### src/rtl/wcc_pkg.sv
// Package for the window correlation block: default parameters, state and
// operation codes, and the command and status structs between controller and datapath.
// No dependencies.
package wcc_pkg;

    localparam int SAMPLE_BITS_DEF   = 16;
    localparam int MAX_PAIRS_DEF     = 4096;
    localparam int FRACTION_BITS_DEF = 15;

    // Step counter width; holds twice the largest fraction width.
    localparam int STEP_BITS = 5;

    typedef enum logic [2:0] {
        S_ACC,
        S_LOAD,
        S_RUN,
        S_SAVE,
        S_CHK,
        S_DIV,
        S_SQRT,
        S_OUT
    } t_state;

    // Products formed by the shared shift-add multiplier, in issue order.
    typedef enum logic [2:0] {
        OP_N_SAB,
        OP_SA_SB,
        OP_N_SAA,
        OP_SA_SA,
        OP_N_SBB,
        OP_SB_SB,
        OP_DEN,
        OP_MAG_SQ
    } t_mul_op;

    typedef struct packed {
        logic                 acc_en;
        logic                 clear;
        logic                 load;
        logic                 save;
        logic                 chk;
        logic                 div_step;
        logic                 sqrt_step;
        t_mul_op              op;
        logic [STEP_BITS-1:0] bit_idx;
    } t_cmd;

    typedef struct packed {
        logic mul_busy;
        logic flat;
    } t_status;

endpackage

### src/rtl/wcc_ctrl.sv
// Controller state machine of the window correlation block.
// Depends on wcc_pkg for the state, operation, command and status types.
module wcc_ctrl
    import wcc_pkg::*;
#(
    parameter int FRACTION_BITS = FRACTION_BITS_DEF
) (
    input  logic    i_clk,
    input  logic    i_rst_n,
    input  logic    i_valid,
    input  logic    i_last_sample,
    output logic    o_stall,
    output logic    o_valid,
    input  logic    i_stall,
    input  t_status i_status,
    output t_cmd    o_cmd
);

    t_state               r_state, n_state;
    t_mul_op              r_op, n_op;
    logic [STEP_BITS-1:0] r_cnt, n_cnt;

    always_ff @(posedge i_clk) begin
        if (!i_rst_n) begin
            r_state <= S_ACC;
            r_op    <= OP_N_SAB;
            r_cnt   <= '0;
        end else begin
            r_state <= n_state;
            r_op    <= n_op;
            r_cnt   <= n_cnt;
        end
    end

    always_comb begin
        n_state = r_state;
        n_op    = r_op;
        n_cnt   = r_cnt;
        o_cmd   = '0;
        o_cmd.op      = r_op;
        o_cmd.bit_idx = r_cnt;
        o_stall = (r_state != S_ACC);
        o_valid = (r_state == S_OUT);
        unique case (r_state)
            S_ACC: begin
                o_cmd.acc_en = i_valid;
                if (i_valid && i_last_sample) begin
                    n_state = S_LOAD;
                    n_op    = OP_N_SAB;
                end
            end
            S_LOAD: begin
                o_cmd.load = 1'b1;
                n_state    = S_RUN;
            end
            S_RUN: begin
                if (!i_status.mul_busy) begin
                    n_state = S_SAVE;
                end
            end
            S_SAVE: begin
                o_cmd.save = 1'b1;
                if (r_op == OP_SB_SB) begin
                    n_state = S_CHK;
                end else if (r_op == OP_MAG_SQ) begin
                    n_state = S_DIV;
                    n_cnt   = STEP_BITS'(2 * FRACTION_BITS);
                end else begin
                    n_op    = t_mul_op'(r_op + 3'd1);
                    n_state = S_LOAD;
                end
            end
            S_CHK: begin
                o_cmd.chk = 1'b1;
                if (i_status.flat) begin
                    n_state = S_OUT;
                end else begin
                    n_op    = OP_DEN;
                    n_state = S_LOAD;
                end
            end
            S_DIV: begin
                o_cmd.div_step = 1'b1;
                if (r_cnt == '0) begin
                    n_state = S_SQRT;
                    n_cnt   = STEP_BITS'(FRACTION_BITS);
                end else begin
                    n_cnt = r_cnt - 1'b1;
                end
            end
            S_SQRT: begin
                o_cmd.sqrt_step = 1'b1;
                if (r_cnt == '0) begin
                    n_state = S_OUT;
                end else begin
                    n_cnt = r_cnt - 1'b1;
                end
            end
            S_OUT: begin
                if (!i_stall) begin
                    o_cmd.clear = 1'b1;
                    n_state     = S_ACC;
                end
            end
            default: begin
                n_state = S_ACC;
            end
        endcase
    end

endmodule

### config.mk
export PLATFORM = sky130hd
export DESIGN_NAME = wcc_ctrl
export DESIGN_NICKNAME = d
export VERILOG_FILES = /design/src/rtl/wcc_pkg.sv /design/src/rtl/wcc_ctrl.sv
export SDC_FILE = /design/constraint.sdc
export NUM_CORES = 1
export LEC_CHECK = 0
export BUFFER_PORTS_ARGS = -buffer_cell sky130_fd_sc_hd__clkbuf_2
export CORE_MARGIN = 4
export CORE_UTILIZATION = 53
export CTS_CLUSTER_SIZE = 30
export DETAILED_ROUTE_END_ITERATION = 6
export GPL_ROUTABILITY_DRIVEN = 0
export PLACE_DENSITY = 0.87
export SYNTH_ARGS = -nofsm -noshare
export SYNTH_HDL_FRONTEND = slang
export SYNTH_SLANG_ARGS = --single-unit
### constraint.sdc
create_clock -name i_clk -period 3.55 [get_ports i_clk]
set_input_delay 0 -clock i_clk [delete_from_list [all_inputs] [get_ports i_clk]]
set_output_delay 0 -clock i_clk [all_outputs]
set_load 0.1 [all_outputs]
# After elaboration in Yosys (flattened, before gate mapping)
# Cells that the tools add are included.
totals:
  regBits: 11
  out_inout_bits: 17
op_classes:
  add_sub_neg: 2
  n_eq_ne: 19
  muxes: 27
  reduce_logical: 9
ops:
  columns: ["op", "count"]
  rows:
  - ["$mux 3", 12]
  - ["$pmux 3 s8", 1]
  - ["$mux 5", 4]
  - ["$ne 2x2->1 const B", 10]
  - ["$eq 3x3->1 const B", 6]
  - ["$pmux 5 s3", 1]
  - ["$reduce_and 5->1", 2]
  - ["$pmux 3 s3", 1]
  - ["$reduce_bool 3->1", 3]
  - ["$mux 1", 8]
  - ["$eq 3x2->1 const B", 2]
  - ["$logic_not 5->1", 1]
  - ["$sub 5x1->5 const B", 1]
  - ["$reduce_and 4->1", 1]
  - ["$add 3x1->3 const B", 1]
  - ["$eq 3x1->1 const B", 1]
  - ["$logic_not 3->1", 1]
  - ["$logic_and 1x1->1", 1]

# Depth between registers and ports, before layout
# Gate-level depths: netlist (run 1).
depth:
  word_depth: 4
  depth_mapped: 8

# Worst setup path before layout (run 1)
# Ideal clock, no wire load.
synth_path:
  kind: "reg-to-reg"
  startpoint: "register r_state[1]"
  endpoint: "register r_state[2]"
  setup_time_ps: 201
  arrival_ps: 3189
  t_required_ps: 3349
  path_slack_ps: 160
  path_stages_with_launch: 6
  period_less_slack_ps: 3390
  path_cell_list: "dfxtp_1 > clkbuf_1 > clkbuf_1 > and3_1 > nor2b_1 > nor4_1"
synth_between:
  elab_chain_cells: 3
  elab_cells_between_ends: 15
  cone_classes: "eq/ne (12); mux (1); reduce/logical (2)"
synth_rtl:
  columns: ["element", "line", "rtl"]
  rows:
  - ["start, declared", "wcc_ctrl.sv:19", "t_state r_state, n_state;"]
  - ["start signal, assigned", "wcc_ctrl.sv:29", "r_state <= n_state;"]
  - ["$eq 3x3->1 (*)", null, null]
  - ["via o_valid", "wcc_ctrl.sv:13", "output logic o_valid,"]
  - ["$ne 2x2->1 (no source line)", null, null]
  - ["$reduce_and 5->1 (no source line)", null, null]
# The timed path passes the listed nets; every way through them passes the cells marked *.
# A chain may end at the register's enable or synchronous reset.

# Worst setup path in the final report (run 1)
layout_path:
  startpoint: "register r_cnt[0]"
  endpoint: "register r_cnt[1]"
layout_between:
  elab_chain_cells: 3
  elab_cells_between_ends: 7
  cone_classes: "add/sub (1); eq/ne (1); mux (3); reduce/logical (2)"
layout_rtl:
  columns: ["element", "line", "rtl"]
  rows:
  - ["start, declared", "wcc_ctrl.sv:21", "logic [STEP_BITS-1:0] r_cnt, n_cnt;"]
  - ["start signal, assigned", "wcc_ctrl.sv:31", "r_cnt <= n_cnt;"]
  - ["$sub 5x1->5 or $logic_not 5->1 (tied branches)", null, null]
  - ["$mux 5, or another cell as far along", "wcc_ctrl.sv:93", "if (r_cnt == '0) begin"]
  - ["$pmux 5 s3 or $reduce_and 4->1 (tied branches)", null, null]
# Several ways; a longest one is shown, not always the timed one. The select of a mux whose other input is x is not followed.

==> results.md, run 1 <==
- Status: completed
- Number of flops mapped to enable cells by yosys: 0
- Sequential area share after synthesis: 27.3%
- Logic pwr share: 37.7%
- DRT met1 WL: 854 µm
- Crit Path Category: flip-flop to flip-flop
- Latest clock arrival within the worst-skew pair: 270 ps
- Met2 WL: 938 µm
- Vias in the first global route: 821
- Pins Over Slew Limit: 0
- PwrDens: 392 nW/µm²
- Mapped Cells: 104
- GRT Total Usage: 21.3%
- Die area: 2210 µm²
- Initial antenna violation count: 0
- Slew @ Worst Pin: 612 ps
- Biggest area consumer among synthesized cells: dfxtp_1
- Max Clock Skew: 7.14 ps
- Gates resized, CTS repair: 0
- Tmin final: 2010 ps
- Area delta synth->final: 18.4%
- Adder-Cell Fraction of Synth Area: 7.75%
- Slew margin rel.: 59.2%
- Synth Area in Simple Gates: 27.6%
- Hold crit path type: primary input to flip-flop
- Worst Path Required: 3700 ps
- Multiplexer share of the synthesized area: 0%
- Ys flop type: dfxtp_1
- Met3 WL: 112 µm
- CTS Buffer Depth: 2
- Most frequent cells in the layout: clkbuf_2, dfxtp_1, inv_1, a21oi_1, nor2_1
- Post-route clock period utilization: 56.5%
- Synth Area in Compound Gates: 26.7%
- Post-Syn Nets: 116
- Startpoint types: flip-flop
- CTS Buf Count: 3
- Starting density of the core: 59.1%
- Largest cells by area after synthesis: dfxtp_1, ha_1, a21oi_1
- Detailed Routing Iterations Pass 1: 4
- Post-CTS Hold Fix Bufs: 2
- Final setup viols: 0
- Die Height: 47.0 µm
- Maximum vdd ir drop: 0.000253 V
- Async set-or-reset flop fraction in the synthesized netlist: 0%
- Crit. End Element: flip-flop
- CORE AREA: 1370 µm²
- Share of layout cells above drive strength 1: 24.0%
- Commonest non-fill, non-tap cell in the layout: clkbuf_2
- PortBufs: 23
- CP Max Fanout: 7
- Int Pwr: 0.207 mW
- Routed WL per cell: 13.9 µm
- FP Rows: 13
- Max_cap viols: 0
- Largest family of logic cells by synthesized area: simple AND/OR/NAND/NOR gates
- Switch share: 44.9%
- Yosys reg bits: 11
- Nets: 138
- Synth top area share: 27.3%
- Final Hold Fails: 0
- Final WL: 1.95 mm
- Clock power frac: 23.1%
- Lkg Pwr: 0.471 nW
- # diodes: 0
- Post-layout util: 70.0%
- TritonCTS clock tree: built
- Synth warn: 0
- Hold slack: 110 ps
- Synth Area per Inst: 7.76 µm²
- Global-route wire length before repair: 3.37 mm
- Post-Syn Area: 807 µm²
- Clock transition at the registers of the reported paths: 70 ps
- Detailed-placement wirelength estimate: 1.40 mm
- Die X: 47.0 µm
- DR iter-0 viols: 23
- CTS Sinks: 11
- WP data arrival: 2160 ps
- Seq pwr share: 39.2%
- Largest net degree at the start of global routing: 23
- GRT overflow: 0
- H-tree lvl count: 1
- Unique masters post-synth: 38
- Fin Setup TNS: 0 ps
- Post-Synth XOR/XNOR Area: 2.17%
- Vias/cell: 6.11
- Top-level port count: 24
- Highest routed layer: met4
- Root buffer cell: clkbuf_4
- Power Total: 0.375 mW
- DRC Markers: 0
- # Post-CTS Setup Buffers: 0
- Post-route ant nets: 0
- RSZ-0062 raised after global routing: no
- Max frequency: 498 MHz
- DR vias: 855
- Switching pwr: 0.168 mW
==> power groups by stage <==
stage,registers [mW],clock network [mW],logic (mW)
3_3_place_gp,0.149,0,0.138
5_1_grt,0.149,0.0985,0.152
4_1_cts,0.146,0.0888,0.142
6_report,0.147,0.0867,0.141
3_5_place_dp,0.149,0,0.139
2_1_floorplan,0.162,0,0.105
==> registers in the layout (all words and copies together), names as in the netlist <==
name     cells
r_cnt        5
r_op         3
r_state      3
==> through the flow <==
step	instance area (µm²)	setup slack, ps	instances
floorplan	807	160	104
detailed placement	910	1600	134
CTS	956	1570	140
global placement	910	1670	134
finish	956	1540	140
global route	956	1410	140
==> final cells by class <==
type                            instances  area (µm²)
Clock buffer                            4        26.3
Fill cell                             127         410
Inverter                               10        37.5
Multi-Input combinational cell         75         518
Sequential cell                        11         220
Tap cell                               15        18.8
Timing Repair Buffer                   25         135
==> logic make-up (layout without fill, tap and decap cells) <==
| logic type | count (synthesis) | in the layout |
|---|---|---|
| AO/OA/AOI/OAI | 30 | 30 |
| XOR/XNOR | 2 | 2 |
| adder cells (fa/ha/maj) | 5 | 5 |
| buffers and inverters | 18 | 39 |
| flip-flops | 11 | 11 |
| AND/OR/NAND/NOR | 38 | 38 |
==> cells in the mapped netlist, types with 2 or more instances <==
| master | count |
|---|---|
| a211oi_1 | 2 |
| a21o_1 | 2 |
| a21oi_1 | 7 |
| a221oi_1 | 3 |
| a311oi_1 | 2 |
| a41o_1 | 2 |
| and3_1 | 2 |
| and3b_1 | 4 |
| clkbuf_1 | 7 |
| dfxtp_1 | 11 |
| ha_1 | 5 |
| inv_1 | 9 |
| nand2_1 | 5 |
| nand3_1 | 3 |
| nor2_1 | 6 |
| nor2b_1 | 3 |
| nor3_1 | 4 |
| o21a_1 | 2 |
| o21ai_0 | 3 |
| o22ai_1 | 3 |
| xor2_1 | 2 |
==> path summary, 6_finish.rpt <==
check / from / to / slack [ps] / cells after the start
worst min register to register: r_cnt[3] / r_cnt[3] / 490 / 2
worst max-delay path: r_cnt[0] / r_cnt[1] / 1540 / 5
worst min-delay path: i_stall / r_state[2] / 110 / 3
worst max register to register: r_cnt[0] / r_cnt[1] / 1540 / 5
==> metal layers <==
layer | up-vias | GRT usage (%)
met1 | 388 | 25.4
met4 | 0 | 10.5
li1 | 423 | -
met5 | - | 0
met2 | 38 | 36.3
met3 | 6 | 3.83
==> worst max-delay path, cell delays in order (launching register included) <==
cell     delay, ps
dfxtp_1        330
inv_1          130
ha_1           190
or4b_1         580
and2_0         310
o311a_1        370
No activity file was read; power rests on OpenSTA's default activity.
==> inputs of run 2 (changes only) <==
- ABC_AREA: not set -> 1
- CORE_UTILIZATION: 53 -> 50
- PLACE_DENSITY: 0.87 -> 0.82
- clock period: 3.55 -> 2 ns (I/O delays scaled with it)
==> run 2 against run 1 <==
Compared with the run above:
- core utilization fell by 2.5 points
- global-route usage fell by 2.8 points
- critical path depth fell by 1
- die area rose by 7.5%
- clock-buffer cell count did not move
- sequential cell count did not move
- critical endpoint is now o_cmd[11]
==> results.md, run 2 <==
- Status: completed (unchanged)
- Max frequency: 621 MHz
- Post-Syn Area: 831 µm² (was 807 µm²)
- Largest regs: r_cnt (5), r_op (3), r_state (3) (unchanged)
- DRC Markers: 0 (unchanged)
- GRT Total Usage: 18.4% (was 21.3%)
- Hold crit path type: primary input to flip-flop (unchanged)
- Ys flop type: dfxtp_1 (unchanged)
- Hold_sp: i_status[1] (was i_stall)
- Global-route wire length before repair: 3.54 mm (was 3.37 mm)
- Nets: 173 (was 138)
- Max reg flops: 5 (unchanged)
- Sequential area share after synthesis: 26.5% (was 27.3%)
- Crit. End Element: output port (was flip-flop)
- Final WL: 2.12 mm (was 1.95 mm)
- TritonCTS clock tree: built (unchanged)
- Largest net degree at the start of global routing: 9 (was 23)
- Commonest non-fill, non-tap cell in the layout: nand2_1 (was clkbuf_2)
- Startpoint types: flip-flop (unchanged)
- Biggest area consumer among synthesized cells: dfxtp_1 (unchanged)
- Final setup viols: 0 (unchanged)
- RSZ-0062 raised after global routing: no (unchanged)
- Synth warn: 0 (unchanged)
- Max Clock Skew: 3.85 ps (was 7.14 ps)
- Post-route clock period utilization: 80.5%
- Share of layout cells above drive strength 1: 30.6% (was 24.0%)
- WP data arrival: 1610 ps (was 2160 ps)
- Post-Syn Nets: 144 (was 116)
- Most numerous cell in the Yosys netlist: nand2_1 (was dfxtp_1)
- Hold Path Stages: 4 (was 3)
- Largest cells by area after synthesis: dfxtp_1, nand2_1, nor2_1 (was dfxtp_1, ha_1, a21oi_1)
- CTS Sinks: 11 (unchanged)
- Multi-input logic area: 577 µm² (was 518 µm²)
- Latest clock arrival within the worst-skew pair: 280 ps (was 270 ps)
- Final Hold Fails: 0 (unchanged)
- Vias in the first global route: 806 (was 821)
- Crit Path Category: flip-flop to output port (was flip-flop to flip-flop)
- CP Max Fanout: 8 (was 7)
- Mapped Cells: 132 (was 104)
- DR iter-0 viols: 29 (was 23)
- Async set-or-reset flop fraction in the synthesized netlist: 0% (unchanged)
- Fillers: 146 (was 127)
- Synth top area share: 26.5% (was 27.3%)
- PortBufs: 23 (unchanged)
- Detailed Routing Iterations Pass 1: 6 (was 4)
- Most frequent cells in the layout: nand2_1, clkbuf_2, nor2_1, inv_1, o21ai_0 (was clkbuf_2, dfxtp_1, inv_1, a21oi_1, nor2_1)
- Detailed-placement wirelength estimate: 1.75 mm (was 1.40 mm)
- Post-route ant nets: 0 (unchanged)
- Area delta synth->final: 25.2% (was 18.4%)
- Vias/cell: 5.28 (was 6.11)
- Post-DP Area: 1000 µm² (was 910 µm²)
- H-tree lvl count: 1 (unchanged)
- Routed WL per cell: 12.1 µm (was 13.9 µm)
- FP Rows: 14 (was 13)
- Worst Path Required: 2000 ps (was 3700 ps)
- DR vias: 929 (was 855)
- # diodes: 0 (unchanged)
- Die X: 48.8 µm (was 47.0 µm)
- Yosys reg bits: 11 (unchanged)
- Synth Area per Inst: 6.29 µm² (was 7.76 µm²)
- CORE AREA: 1540 µm² (was 1370 µm²)
- R2R Path Start: r_op[0] (was r_cnt[0])
- Top-level port count: 24 (unchanged)
- Slew margin rel.: 63.8% (was 59.2%)
- Slew @ Worst Pin: 545 ps (was 612 ps)
- Die area: 2380 µm² (was 2210 µm²)
- Pins Over Slew Limit: 0 (unchanged)
- Unique masters post-synth: 21 (was 38)
- Fin area: 1040 µm² (was 956 µm²)
- GRT overflow: 0 (unchanged)
- Number of flops mapped to enable cells by yosys: 0 (unchanged)
- Starting density of the core: 53.9% (was 59.1%)
- Initial antenna violation count: 0 (unchanged)
- Reg2Reg Depth: 8 (was 5)
- Critical Path Start: r_state[2] (was r_cnt[0])
- Die Height: 48.8 µm (was 47.0 µm)
- Max_cap viols: 0 (unchanged)
- Synth top cells by count: nand2_1, nor2_1, inv_1, dfxtp_1, o21ai_0 (was dfxtp_1, inv_1, a21oi_1, clkbuf_1, nor2_1)
- CTS Buf Count: 3 (unchanged)
- Tmin final: 1610 ps
- CTS Buffer Depth: 2 (unchanged)
- Clock transition at the registers of the reported paths: 80 ps (was 70 ps)
- Root buffer cell: clkbuf_4 (unchanged)
- Fin Setup TNS: 0 ps (unchanged)
- Largest register by flop count: r_cnt (unchanged)
- Register Area: 224 µm² (was 220 µm²)
run 2: changes by cell type after synthesis, sizes merged, moves of 4 or more:
| cell | previous run | this run |
|---|---|---|
| nand3 | 3 | 13 |
| inv | 9 | 18 |
| nor2 | 6 | 22 |
| nand2 | 5 | 38 |
| clkbuf | 7 | 0 |
| o21ai | 3 | 13 |
| and3b | 4 | 0 |
run 2: path summary, 6_finish.rpt:
path | to | slack (ps)
max | o_cmd[11] | 390
min | r_state[2] | 60
max reg2reg | r_op[1] | 450
min reg2reg | r_op[1] | 510
run 2: kinds of logic after synthesis:
kind of cell / after synthesis / share of synthesized area (%)
and+or+nand+nor: 78 / 45.0
DFF: 11 / 26.5
AOI/OAI and AO/OA: 19 / 11.7
xor gates and xnor gates: 1 / 1.05
buffers and inverters: 18 / 8.13
adders and majority gates: 5 / 7.53
run 2: layout make-up:
class | instances | area share [%]
sequential | 11 | 21.5
multi-input combinational | 103 | 55.5
timing repair buffer | 24 | 12.0
inverter | 18 | 6.50
clock buffer | 4 | 2.53
tap | 16 | 1.93
run 2: stage by stage:
| stage | hold WS, ps | std cells | setup WS, ps | utilization (%) |
|---|---|---|---|---|
| 2_1_floorplan | 113 | 132 | 13.5 | - |
| 3_3_place_gp | 278 | 171 | 534 | 65.1 |
| 3_5_place_dp | 282 | 171 | 495 | 65.1 |
| 4_1_cts | 60.7 | 176 | 391 | 67.5 |
| 5_1_grt | 102 | 176 | 283 | 67.5 |
| 6_report | 63.9 | 176 | 390 | 67.5 |
run 2: routing by layer:
metal  global-route usage [%]  vias up  wire (µm)
li1                         -      481          -
met3                     6.75        5        117
met4                     6.73        0         31
met2                     30.0       24       1070
met1                     21.9      419        905
met5                        0        -          0
run 2: what timing repair did:
item	in CTS	in global routing
endpoints found under the hold margin	1	0
gates resized for setup	0	0
buffers inserted	0	0
hold buffers	1	0
run 2: critical path, stage by stage (launching register included):
cell	delay [ps]
dfxtp_1	360
inv_2	210
nand2_2	110
nor2_4	170
clkbuf_2	490
Power of run 2 is not shown: default switching activity piles up to over one toggle a cycle in this logic, so the estimate is an artifact.
==> inputs of run 3 (changes only) <==
- CORE_UTILIZATION: 50 -> 45
- PLACE_DENSITY: 0.82 -> 0.79
- clock period: 2 -> 1.38 ns (I/O delays scaled with it)
==> run 3 against run 2 <==
Compared with the run above:
- the flow now finishes with violations (setup timing)
- largest cell class unchanged
- hold slack lost 50 ps
- register-to-register slack worse by 590 ps
- routed wire length increased by 91%
- highest routed layer unchanged
==> results.md, run 3 (same netlist as run 2, synthesis figures left out) <==
- Status: complete, but fails checks (was completed)
- Failing checks: setup timing
- Starting density of the core: 47.6% (was 53.9%)
- Detailed Routing Iterations Pass 1: 6 (unchanged)
- DRC Markers: 0 (unchanged)
- Register Area: 249 µm² (was 224 µm²)
- Highest routed layer: met4 (unchanged)
- Tmin final: 1520 ps
- Slew margin rel.: 61.9% (was 63.8%)
- Max Clock Skew: 1.71 ps (was 3.85 ps)
- GRT overflow: 0 (unchanged)
- Max reg flops: 5 (unchanged)
- Share of layout cells above drive strength 1: 59.2% (was 30.6%)
- Final WL: 4.05 mm (was 2.12 mm)
- Top-level port count: 24 (unchanged)
- Startpoint types: flip-flop (unchanged)
- Post-layout util: 87.4% (was 67.5%)
- Reg2Reg Depth: 10 (was 8)
- Nets: 192 (was 173)
- DR iter-0 viols: 91 (was 29)
- CTS Buf Count: 3 (unchanged)
- Die X: 51.0 µm (was 48.8 µm)
- TritonCTS clock tree: built (unchanged)
- Die Height: 51.0 µm (was 48.8 µm)
- Fillers: 81 (was 146)
- Hold Path Sink: r_op[1] (was r_state[2])
- CTS Buffer Depth: 2 (unchanged)
- Post-route clock period utilization: 110%
- Post-CTS Hold Fix Bufs: 0 (was 1)
- Slew @ Worst Pin: 574 ps (was 545 ps)
- # diodes: 0 (unchanged)
- Critical R2R Capture: r_cnt[4] (was r_op[1])
- WP data arrival: 1700 ps (was 1610 ps)
- Root buffer cell: clkbuf_4 (unchanged)
- Critical path's largest stage delay: 370 ps (was 490 ps)
- Final non-filler cell total: 204 (was 176)
- CTS Sinks: 11 (unchanged)
- Largest net degree at the start of global routing: 9 (unchanged)
- Largest register by flop count: r_cnt (unchanged)
- Multi-input logic area: 722 µm² (was 577 µm²)
- Detailed-placement wirelength estimate: 1.86 mm (was 1.75 mm)
- Global-route wire length before repair: 4.75 mm (was 3.54 mm)
- Hold Path Stages: 3 (was 4)
- R2R Path Start: r_op[1] (was r_op[0])
- Area delta synth->final: 83.6% (was 25.2%)
- PnR worst setup slack: -145 ps (was 390 ps)
- Die area: 2600 µm² (was 2380 µm²)
- Placed cell count: 192 (was 171)
- Crit. End Element: flip-flop (was output port)
- PortBufs: 23 (unchanged)
- CORE AREA: 1750 µm² (was 1540 µm²)
- Final Hold Fails: 0 (unchanged)
- Critical path cell sequence: inv_2, ha_2, nand2_2, buf_4, nand2_1, nand2_2, nand3_4, inv_2, o21ai_1, nor2_1 (was inv_2, nand2_2, nor2_4, clkbuf_2)
- GRT Total Usage: 24.7% (was 18.4%)
- Hold crit path type: primary input to flip-flop (unchanged)
- CP Max Fanout: 8 (unchanged)
- Vias/cell: 6.17 (was 5.28)
- Max_cap viols: 0 (unchanged)
- Worst path slowest cell: dfxtp_4 (was clkbuf_2)
- Initial antenna violation count: 0 (unchanged)
- Routed WL per cell: 19.9 µm (was 12.1 µm)
- Most frequent cells in the layout: nand2_1, buf_4, nor2_1, clkbuf_2, nand2_2 (was nand2_1, clkbuf_2, nor2_1, inv_1, o21ai_0)
- Max frequency: 656 MHz
- Latest clock arrival within the worst-skew pair: 280 ps (about the same)
- Clock transition at the registers of the reported paths: 70 ps (was 80 ps)
- Pins Over Slew Limit: 0 (unchanged)
- Largest regs: r_cnt (5), r_op (3), r_state (3) (unchanged)
- DRT met1 WL: 1.42 mm (was 905 µm)
- Worst Path Required: 1550 ps (was 2000 ps)
- Met3 WL: 445 µm (was 117 µm)
- H-tree lvl count: 1 (unchanged)
- Top Family by Delay on Critical Path: simple AND/OR/NAND/NOR gates (was buffers and inverters)
- RSZ-0062 raised after global routing: yes (was no)
- Crit Path Category: flip-flop to flip-flop (was flip-flop to output port)
- Vias in the first global route: 1078 (was 806)
- Post-route ant nets: 0 (unchanged)
- Buf/Inv on CP: 3 (was 2)
- Hold slack: 14.1 ps (was 63.9 ps)
- Hold_sp: i_rst_n (was i_status[1])
- Commonest non-fill, non-tap cell in the layout: nand2_1 (unchanged)
- DR vias: 1259 (was 929)
- Fin Setup TNS: -914 ps (was 0 ps)
- Met2 WL: 1.91 mm (was 1.07 mm)
- R2R setup slack: -140 ps (was 450 ps)
- FP Rows: 15 (was 14)
- Final setup viols: 13 (was 0)
run 3: cell count changes in the layout (fill, tap and decap cells not counted), moves of 5 or more:
cell      before  now
dfxtp_4        0    6
clkbuf_2      23   14
dfxtp_1        8    0
buf_4          0   17
nand2_2        4   10
inv_1         12    7
nand2_1       34   27
o21ai_0       10    4
buf_12         0    9
ha_1           5    0
run 3: repair_timing:
action / in CTS / in global routing
buffers inserted: 3 / 5
gates resized for setup: 8 / 35
setup endpoints to repair: 5 / 16
gates cloned: 0 / 0
pin swaps: 7 / 13
run 3: final cells by class:
cell class | count | area share (%)
repair buffers | 43 | 27.0
multi-input cells | 103 | 47.3
flip-flops and latches | 11 | 16.3
well taps | 25 | 2.05
clock buffers | 4 | 1.72
inverters | 18 | 5.58
run 3: tightest hold or removal path: stages:
cell      delay, ps
clkbuf_2        140
nand2_1          90
nor2_1           30
run 3: per-stage QoR:
stage | worst slack (ps) | area (µm²)
5_1_grt | -262 | 1530
4_1_cts | 0.0172 | 1360
3_3_place_gp | 22.2 | 1290
3_5_place_dp | -65.2 | 1290
6_report | -145 | 1530
2_1_floorplan | -435 | 917
run 3: worst max-delay path by stage:
stage	slack, ps	to	depth (start not counted)	from
floorplan	-440	r_state[1]	7	r_state[2]
global placement	20	r_op[1]	8	r_op[0]
finish	-140	r_cnt[4]	10	r_op[1]
detailed placement	-70	r_op[1]	8	r_op[0]
CTS	0.02	r_op[0]	9	r_op[1]
global route	-260	r_cnt[4]	9	r_cnt[0]
run 3: metal layers:
metal,vias up,track usage [%]
met4,0,16.6
met5,-,0
li1,524,-
met1,579,28.8
met3,41,8.16
met2,115,38.0
Power of run 3 is left out for the same reason.
